File: config.mk
export PLATFORM = sky130hd
export DESIGN_NAME = grace_period_tracker
export DESIGN_NICKNAME = d
export VERILOG_FILES = /design/src/rtl/gpt_pkg.sv /design/src/rtl/gpt_gen_step.sv /design/src/rtl/grace_period_tracker.sv
export VERILOG_INCLUDE_DIRS = /design/src /design/src/rtl
export SDC_FILE = /design/constraint.sdc
export NUM_CORES = 2
export LEC_CHECK = 0
export BUFFER_PORTS_ARGS = -buffer_cell sky130_fd_sc_hd__buf_2
export CAP_MARGIN = 20
export CORE_ASPECT_RATIO = 1.1
export CORE_MARGIN = 1
export CORE_UTILIZATION = 55
export DETAILED_ROUTE_END_ITERATION = 7
export PLACE_DENSITY = 0.75
export SLEW_MARGIN = 30
export SYNTH_ARGS = -nofsm -noshare
export SYNTH_HDL_FRONTEND = slang
export SYNTH_HIERARCHICAL = 1
export SYNTH_SLANG_ARGS = --single-unit
File: constraint.sdc
create_clock -name clk -period 11.5 [get_ports clk]
set_input_delay 1.725 -clock clk [delete_from_list [all_inputs] [get_ports clk]]
set_output_delay 1.725 -clock clk [all_outputs]
set_load 0.02 [all_outputs]
File: src/rtl/assert_macros.svh
// Assertion helpers shared by the RTL. Every check samples on the rising
// edge of clk and is switched off while rst_n is low.
`ifndef ASSERT_MACROS_SVH
`define ASSERT_MACROS_SVH

// Property that must hold at every clock edge outside reset.
`define ASSERT_CLK(label, prop, msg) \
  label: assert property (@(posedge clk) disable iff (!rst_n) (prop)) else $error(msg);

// Condition that must never be seen at a clock edge outside reset.
`define ASSERT_NEVER(label, cond, msg) \
  label: assert property (@(posedge clk) disable iff (!rst_n) !(cond)) else $error(msg);

`endif

File: src/rtl/gpt_pkg.sv
`default_nettype none

package gpt_pkg;

  localparam int NUM_CPUS_DEF    = 8;
  localparam int COUNT_WIDTH_DEF = 16;

  localparam int REQ_W    = 3;
  localparam int CPU_ID_W = 3;
  localparam int GEN_W    = 64;
  localparam int REL_W    = 16;
  localparam int PEND_W   = 8;

  // Event kinds; codes 5 to 7 mean nothing and leave the state alone.
  typedef enum logic [REQ_W-1:0] {
    REQ_QUIET    = 3'd0,
    REQ_ENABLE   = 3'd1,
    REQ_DISABLE  = 3'd2,
    REQ_REGISTER = 3'd3,
    REQ_DRAIN    = 3'd4
  } req_kind_t;

  typedef struct packed {
    logic [REQ_W-1:0]    req_type;
    logic [CPU_ID_W-1:0] cpu_id;
  } in_word_t;

  typedef struct packed {
    logic              queue_task;
    logic [REL_W-1:0]  released_count;
    logic [GEN_W-1:0]  global_generation;
    logic [PEND_W-1:0] pending_mask;
    logic              overflow;
  } out_word_t;

  // Generation bookkeeping produced by one quiescent report.
  typedef struct packed {
    logic [GEN_W-1:0] gen;
    logic [GEN_W-1:0] max_gen;
    logic [GEN_W-1:0] target;
    logic             retire;
  } gen_step_t;

endpackage

`default_nettype wire

File: src/rtl/gpt_gen_step.sv
`default_nettype none

// Generation arithmetic of one quiescent report. All candidate generations
// are formed in parallel from the current value and then selected.
module gpt_gen_step #(
  parameter int NUM_CPUS = gpt_pkg::NUM_CPUS_DEF
) (
  input  wire logic [gpt_pkg::GEN_W-1:0] generation,
  input  wire logic [gpt_pkg::GEN_W-1:0] max_generation,
  input  wire logic [gpt_pkg::GEN_W-1:0] target,
  input  wire logic [NUM_CPUS-1:0]       waiting_mask,
  input  wire logic [NUM_CPUS-1:0]       enabled_nxt,
  input  wire logic [NUM_CPUS-1:0]       cpu_bit,
  input  wire logic                      cur_nz,
  input  wire logic                      next_nz,
  output logic      [NUM_CPUS-1:0]       waiting_nxt,
  output gpt_pkg::gen_step_t             step
);

  logic [gpt_pkg::GEN_W-1:0] cand [6];
  logic [NUM_CPUS-1:0]       w_mid;
  logic [gpt_pkg::GEN_W-1:0] max_mid;
  logic [2:0]                ofs;
  logic                      period_end;

  always_comb begin
    for (int k = 0; k < 6; k++) begin
      cand[k] = generation + gpt_pkg::GEN_W'(k);
    end

    w_mid      = waiting_mask & ~cpu_bit;
    period_end = (|(waiting_mask & cpu_bit)) && (w_mid == '0);
    max_mid    = max_generation;
    ofs        = 3'd0;

    // Last CPU reported: the period ends, and a new one opens if requested.
    if (period_end) begin
      if (cand[1] <= max_generation) begin
        w_mid   = enabled_nxt;
        max_mid = cand[2];
        ofs     = (enabled_nxt == '0) ? 3'd3 : 3'd2;
      end else begin
        ofs = 3'd1;
      end
    end

    step.gen     = cand[ofs];
    step.max_gen = max_mid;
    step.target  = target;
    step.retire  = cur_nz && (cand[ofs] > target);
    waiting_nxt  = w_mid;

    // Waiting callbacks become current and ask for the following period.
    if (next_nz) begin
      step.target = cand[ofs + 3'd1];
      if (w_mid != '0) begin
        step.max_gen = cand[ofs + 3'd2];
      end else begin
        waiting_nxt  = enabled_nxt;
        step.max_gen = cand[ofs + 3'd1];
        step.gen     = (enabled_nxt == '0) ? cand[ofs + 3'd2] : cand[ofs + 3'd1];
      end
    end
  end

endmodule

`default_nettype wire

File: src/rtl/grace_period_tracker.sv
// An accepted word passes the input register, then the output register. One
// word per cycle is taken while the output is not stalled; an input register,
// one pass of update logic on the per-CPU registers and an output register
// keep both sides decoupled. Reset (rst_n low at a clock edge) empties both
// stages and clears all masks, generations and per-CPU counts to zero.
`default_nettype none

`include "assert_macros.svh"

module grace_period_tracker #(
  parameter int NUM_CPUS    = gpt_pkg::NUM_CPUS_DEF,
  parameter int COUNT_WIDTH = gpt_pkg::COUNT_WIDTH_DEF
) (
  input  wire logic               clk,
  input  wire logic               rst_n,
  input  wire logic               in_valid,
  output logic                    in_ready,
  input  wire gpt_pkg::in_word_t  in_data,
  output logic                    out_valid,
  input  wire logic               out_ready,
  output gpt_pkg::out_word_t      out_data
);

  localparam int CIW = (NUM_CPUS > 1) ? $clog2(NUM_CPUS) : 1;
  localparam int RW  = (COUNT_WIDTH > gpt_pkg::REL_W) ? COUNT_WIDTH : gpt_pkg::REL_W;
  localparam int GW  = gpt_pkg::GEN_W;

  // Pipeline stages. The input stage holds the word being worked on; the
  // state registers are written at the same edge that moves it to the output
  // register, so the word behind it always sees fully updated state.
  logic               s1_valid_r;
  gpt_pkg::in_word_t  s1_data_r;
  logic               out_valid_r;
  gpt_pkg::out_word_t out_data_r;
  gpt_pkg::out_word_t out_data_nxt;
  logic               adv;

  // Global state.
  logic [NUM_CPUS-1:0] enabled_mask_r, enabled_mask_nxt;
  logic [NUM_CPUS-1:0] waiting_mask_r, waiting_mask_nxt;
  logic [GW-1:0]       generation_r, generation_nxt;
  logic [GW-1:0]       max_generation_r, max_generation_nxt;

  // Per-CPU state, one register per entry, written only at the addressed CPU.
  logic [GW-1:0]          target_r      [NUM_CPUS];
  logic [COUNT_WIDTH-1:0] next_count_r  [NUM_CPUS];
  logic [COUNT_WIDTH-1:0] cur_count_r   [NUM_CPUS];
  logic [COUNT_WIDTH-1:0] ready_count_r [NUM_CPUS];
  logic [NUM_CPUS-1:0]    drain_queued_r;

  logic [GW-1:0]          target_nxt;
  logic [COUNT_WIDTH-1:0] next_nxt, cur_nxt, ready_nxt;
  logic                   dq_nxt;
  logic                   cpu_wr;

  // Decode of the word in the input stage.
  logic [CIW-1:0]      idx;
  logic                hit;
  logic [NUM_CPUS-1:0] cpu_bit;
  logic                is_quiet;

  logic [GW-1:0]          sel_target;
  logic [COUNT_WIDTH-1:0] sel_next, sel_cur, sel_ready;
  logic                   sel_dq;

  logic [NUM_CPUS-1:0] waiting_step;
  gpt_pkg::gen_step_t  step;

  logic [COUNT_WIDTH:0]   sum_ready, sum_cur, sum_next;
  logic [COUNT_WIDTH-1:0] cur_mid;
  logic [COUNT_WIDTH-1:0] released;
  logic [RW-1:0]          released_ext;
  logic                   queued, lost;

  assign adv       = s1_valid_r && (!out_valid_r || out_ready);
  assign in_ready  = !s1_valid_r || adv;
  assign out_valid = out_valid_r;
  assign out_data  = out_data_r;

  assign idx     = CIW'(s1_data_r.cpu_id);
  assign hit     = int'(s1_data_r.cpu_id) < NUM_CPUS;
  assign cpu_bit = hit ? (NUM_CPUS'(1) << idx) : '0;

  always_comb begin
    sel_target = '0;
    sel_next   = '0;
    sel_cur    = '0;
    sel_ready  = '0;
    sel_dq     = 1'b0;
    if (hit) begin
      sel_target = target_r[idx];
      sel_next   = next_count_r[idx];
      sel_cur    = cur_count_r[idx];
      sel_ready  = ready_count_r[idx];
      sel_dq     = drain_queued_r[idx];
    end
  end

  // Enable and disable take effect before the quiescent report they carry.
  always_comb begin
    enabled_mask_nxt = enabled_mask_r;
    is_quiet         = 1'b0;
    if (hit) begin
      unique case (s1_data_r.req_type)
        gpt_pkg::REQ_QUIET: begin
          is_quiet = 1'b1;
        end
        gpt_pkg::REQ_ENABLE: begin
          is_quiet         = 1'b1;
          enabled_mask_nxt = enabled_mask_r | cpu_bit;
        end
        gpt_pkg::REQ_DISABLE: begin
          is_quiet         = 1'b1;
          enabled_mask_nxt = enabled_mask_r & ~cpu_bit;
        end
        default: begin
          is_quiet = 1'b0;
        end
      endcase
    end
  end

  gpt_gen_step #(
    .NUM_CPUS (NUM_CPUS)
  ) u_gen_step (
    .generation     (generation_r),
    .max_generation (max_generation_r),
    .target         (sel_target),
    .waiting_mask   (waiting_mask_r),
    .enabled_nxt    (enabled_mask_nxt),
    .cpu_bit        (cpu_bit),
    .cur_nz         (sel_cur != '0),
    .next_nz        (sel_next != '0),
    .waiting_nxt    (waiting_step),
    .step           (step)
  );

  // Count arithmetic. Each sum carries one extra bit; a set top bit means the
  // count saturates and the callbacks beyond the maximum are dropped.
  assign cur_mid   = step.retire ? '0 : sel_cur;
  assign sum_ready = (COUNT_WIDTH + 1)'(sel_ready) + (COUNT_WIDTH + 1)'(sel_cur);
  assign sum_cur   = (COUNT_WIDTH + 1)'(cur_mid) + (COUNT_WIDTH + 1)'(sel_next);
  assign sum_next  = (COUNT_WIDTH + 1)'(sel_next) + (COUNT_WIDTH + 1)'(1);

  always_comb begin
    waiting_mask_nxt   = waiting_mask_r;
    generation_nxt     = generation_r;
    max_generation_nxt = max_generation_r;
    target_nxt         = sel_target;
    next_nxt           = sel_next;
    cur_nxt            = sel_cur;
    ready_nxt          = sel_ready;
    dq_nxt             = sel_dq;
    cpu_wr             = 1'b0;
    queued             = 1'b0;
    lost               = 1'b0;
    released           = '0;

    if (is_quiet) begin
      cpu_wr             = 1'b1;
      waiting_mask_nxt   = waiting_step;
      generation_nxt     = step.gen;
      max_generation_nxt = step.max_gen;
      // Current batch whose period has passed becomes ready for draining.
      if (step.retire) begin
        released  = sel_cur;
        ready_nxt = sum_ready[COUNT_WIDTH] ? '1 : sum_ready[COUNT_WIDTH-1:0];
        lost      = sum_ready[COUNT_WIDTH];
        cur_nxt   = '0;
        if (!sel_dq) begin
          dq_nxt = 1'b1;
          queued = 1'b1;
        end
      end
      // Waiting callbacks join the current batch under a new target.
      if (sel_next != '0) begin
        cur_nxt    = sum_cur[COUNT_WIDTH] ? '1 : sum_cur[COUNT_WIDTH-1:0];
        lost       = lost || sum_cur[COUNT_WIDTH];
        next_nxt   = '0;
        target_nxt = step.target;
      end
    end else if (hit && (s1_data_r.req_type == gpt_pkg::REQ_REGISTER)) begin
      cpu_wr   = 1'b1;
      next_nxt = sum_next[COUNT_WIDTH] ? '1 : sum_next[COUNT_WIDTH-1:0];
      lost     = sum_next[COUNT_WIDTH];
    end else if (hit && (s1_data_r.req_type == gpt_pkg::REQ_DRAIN)) begin
      cpu_wr    = 1'b1;
      released  = sel_ready;
      ready_nxt = '0;
      dq_nxt    = 1'b0;
    end
  end

  // The reported count is clamped to the width of the output field.
  assign released_ext = RW'(released);

  always_comb begin
    out_data_nxt.queue_task        = queued;
    out_data_nxt.released_count    = (released_ext > RW'(16'hFFFF)) ?
                                     16'hFFFF : released_ext[gpt_pkg::REL_W-1:0];
    out_data_nxt.global_generation = generation_nxt;
    out_data_nxt.pending_mask      = gpt_pkg::PEND_W'(waiting_mask_nxt);
    out_data_nxt.overflow          = lost;
  end

  // Pipeline control.
  always_ff @(posedge clk) begin
    if (!rst_n) begin
      s1_valid_r  <= 1'b0;
      out_valid_r <= 1'b0;
    end else begin
      if (in_ready) begin
        s1_valid_r <= in_valid;
      end
      if (adv) begin
        out_valid_r <= 1'b1;
      end else if (out_ready) begin
        out_valid_r <= 1'b0;
      end
    end
  end

  // Payload registers.
  always_ff @(posedge clk) begin
    if (in_ready && in_valid) begin
      s1_data_r <= in_data;
    end
    if (adv) begin
      out_data_r <= out_data_nxt;
    end
  end

  // Tracker state.
  always_ff @(posedge clk) begin
    if (!rst_n) begin
      enabled_mask_r   <= '0;
      waiting_mask_r   <= '0;
      generation_r     <= '0;
      max_generation_r <= '0;
      drain_queued_r   <= '0;
      for (int i = 0; i < NUM_CPUS; i++) begin
        target_r[i]      <= '0;
        next_count_r[i]  <= '0;
        cur_count_r[i]   <= '0;
        ready_count_r[i] <= '0;
      end
    end else if (adv) begin
      enabled_mask_r   <= enabled_mask_nxt;
      waiting_mask_r   <= waiting_mask_nxt;
      generation_r     <= generation_nxt;
      max_generation_r <= max_generation_nxt;
      if (cpu_wr) begin
        target_r[idx]       <= target_nxt;
        next_count_r[idx]   <= next_nxt;
        cur_count_r[idx]    <= cur_nxt;
        ready_count_r[idx]  <= ready_nxt;
        drain_queued_r[idx] <= dq_nxt;
      end
    end
  end

  // A CPU can only owe a quiescent state while it is enabled.
  `ASSERT_NEVER(a_waiting_in_enabled, (waiting_mask_r & ~enabled_mask_r) != '0, "waiting CPU not enabled")
  // State moves only together with a word leaving the input stage.
  `ASSERT_CLK(a_gen_only_on_adv, !adv |=> $stable(generation_r) && $stable(waiting_mask_r), "state changed without a word")
  // A word held by a full output stage is kept, not dropped.
  `ASSERT_CLK(a_s1_held, s1_valid_r && out_valid_r && !out_ready |=> s1_valid_r, "input stage word lost")

endmodule

`default_nettype wire
==> flow_summary.yaml <==
status:
  status: "complete, no violations"
drt:
  drt_wl_total_mm: 320
  drt-initial-drc-count: 10300
  routedWlPerCell_um: 34.0
  drt-pass1-iter-count: 7
  drcViolationCount: 0
  detail-route-antenna-nets: 0
  vias_per_cell: 6.92
  dr_total_vias: 65200
yosys:
  synth_area_um2: 71400
  syn_nets: 7553
  ys_warn_count: 6
  avgSynthCellArea_um2: 9.68
  synth_cell_types: 112
  ys_seq_elements: 1149
  synthCells: 7374
  synth-edff-count: 992
  async_reset_ff_share_pct: 0
  dominantRegCellSynth: "edfxtp_1"
  yosysSeqAreaShare_pct: 46.1
hold_path:
  hp-start: "max_generation_r[3]"
  hold_path_depth: 2
  hp-class: "flop to flop"
critical_path:
  slowest_stage: "or4_1"
  worstSetupPathType: "flop to flop"
  cp-startpoint: "generation_r[41]"
  critPathArrivalTime_ns: 12.02
  max_stage_delay_ns: 0.71
  reg2reg_depth: 47
  required_ns: 12.08
  r2r_slack_ns: 0.06
  reg2reg_from: "generation_r[41]"
  cp_max_fo: 17
  worstSetupEndpointType: "flop"
  cp-start-kind: "flop"
power:
  powerDensity_nw_per_um2: 130
  ir_drop_mv: 0.178
  power.total_w: 0.0105
  p_leak_nw: 29.7
floorplanning:
  rows: 138
  initial_core_util_pct: 55.5
  fp.dieArea_um2: 131000
  ioPinCount: 102
  die_x_um: 346
  core_um2: 129000
  die_h_um: 380
final_layout:
  layout.nets: 7811
  layout_common_cells: "nor2_1, nand2_1, edfxtp_1"
  final_layout_size_suffix_gt1_share_pct: 17.3
  layout_commonest_cell: "nor2_1"
  multi_input_area_um2: 35600
  fillers: 10200
  seq_area_um2: 32900
  area_delta_synth_final_pct: 13.1
cts:
  clk_path_buf_depth: 3
  cts_root_buffer: "clkbuf_16"
  cts.hold.buffers_added: 0
  h-tree-depth: 3
  cts_tree: "yes"
  numClockSinks: 1149
  clock_latency_ns: 0.80
  numCtsBuffers: 114
  clkTransAtPathRegs_ns: 0.06
global_route:
  grt_pass1_wl_mm: 451
  grt_usage_pct: 47.9
  first_global_vias: 61800
  grt_max_degree: 114
  grt-ovfl-total: 0
  antenna_found_initial: 11
sta:
  rsz0062_at_grt: "no"
  fin_crit_ns: 11.44
  tightest_slew_ns: 1.14
  holdWs_ns: 0.455
  post-route-period-util_pct: 99.5
  fin_ws_ns: 0.0605
  relSlewSlack_pct: 24.0
  finalSetupViolations: 0
  clock_skew_ns: 0.0722
  slew_violations: 0
  hold_violations: 0
  fmax_mhz: 87.4
placed_design:
  place_ws_ns: -0.0369
  gp_congestion: 1.12
  portBuffers: 101
  hpwlAfterDp_mm: 219
run:
  cap_viol_max_count: 0
through the flow:
stage	util, %	std cells	TNS, ns	cell area, µm²
CTS	62.6	9399	0	80600
floorplan	-	7374	0	71400
global placement	59.6	9180	0	76700
detailed placement	59.7	9186	-0.0369	76800
global route	62.8	9408	0	80800
finish	62.8	9415	0	80800
report_power, final:
group | switching [W] | internal [W] | total [W] | leakage, nW
clock network | 0.00174 | 0.00208 | 0.00382 | 1.81
registers | 0.0000641 | 0.00467 | 0.00473 | 11.5
logic | 0.00127 | 0.000659 | 0.00193 | 16.4
total | 0.00308 | 0.00741 | 0.0105 | 29.7
worst max-delay path, delay by kind of cell (launching register included):
family / cells / cell delay [ns]
flops: 1 / 0.53
compound gates: 17 / 3.40
xor+xnor: 3 / 0.77
buf+inv: 8 / 1.51
simple gates: 16 / 4.19
fa+ha+maj: 3 / 0.78
layout make-up:
class,instances,area share [%]
diodes,8,0.0248
multi-input cells,5420,44.1
clock inverters,58,0.823
flip-flops and latches,1149,40.8
clock buffers,153,3.83
repair buffers,701,6.65
inverters,246,1.16
well taps,1680,2.60
per-layer routing:
layer  share of wire, %  global-route usage [%]  vias up
li1                   -                       -    27200
met1                 34                    58.7    31600
met2                 45                    75.1     5188
met3                 12                    10.9     1231
met4                8.5                    33.5       12
met5              0.024                       0        -
cells in the mapped netlist, types with 104 or more instances:
library cell  instances  area [µm²]
mux4_2              219        4930
mux2i_1             130        1300
ha_1                168        2100
o21ai_0             246        1230
a21oi_1             451        2260
nand3_1             145         726
nand4_1             112         701
nor3_1              104         521
nor2_1             1310        4920
clkbuf_1            408        1530
xnor2_1             184        1610
nand2_1            1132        4250
inv_1               239         897
edfxtp_1            992       29800
dfxtp_1             157        3140
state kept, by name, summed over array words and instances (netlist names), 3 cells and up, named ones only:
signal	count
enabled_mask_r	8
ready_count_r	128
target_r	512
drain_queued_r	8
next_count_r	128
waiting_mask_r	8
max_generation_r	64
s1_data_r	3
generation_r	64
cur_count_r	128
idx	3
out_data	90
timing repair:
action | CTS | global route
buffers inserted | 2 | 5
setup endpoints to repair | 8 | 129
resized for setup | 1 | 20
pin swaps | 1 | 4
hold endpoints to repair | 0 | 0
cells by family (layout without fill, tap and decap cells):
family,after synthesis,in the layout,synth area share [%]
multiplexers,442,442,11.2
buffers and inverters,805,1158,4.56
flip-flops,1149,1149,46.1
AO/OA/AOI/OAI,1408,1408,13.1
AND/OR/NAND/NOR,3123,3123,18.6
other,0,8,0
XOR/XNOR,277,277,3.40
adder cells (fa/ha/maj),170,170,2.99
path summary, 6_finish.rpt:
kind | endpoint
max | cur_count_r[0][15]
min reg2reg | max_generation_r[3]
max reg2reg | cur_count_r[0][15]
min | max_generation_r[3]
Power figures use the tool's default switching activity.
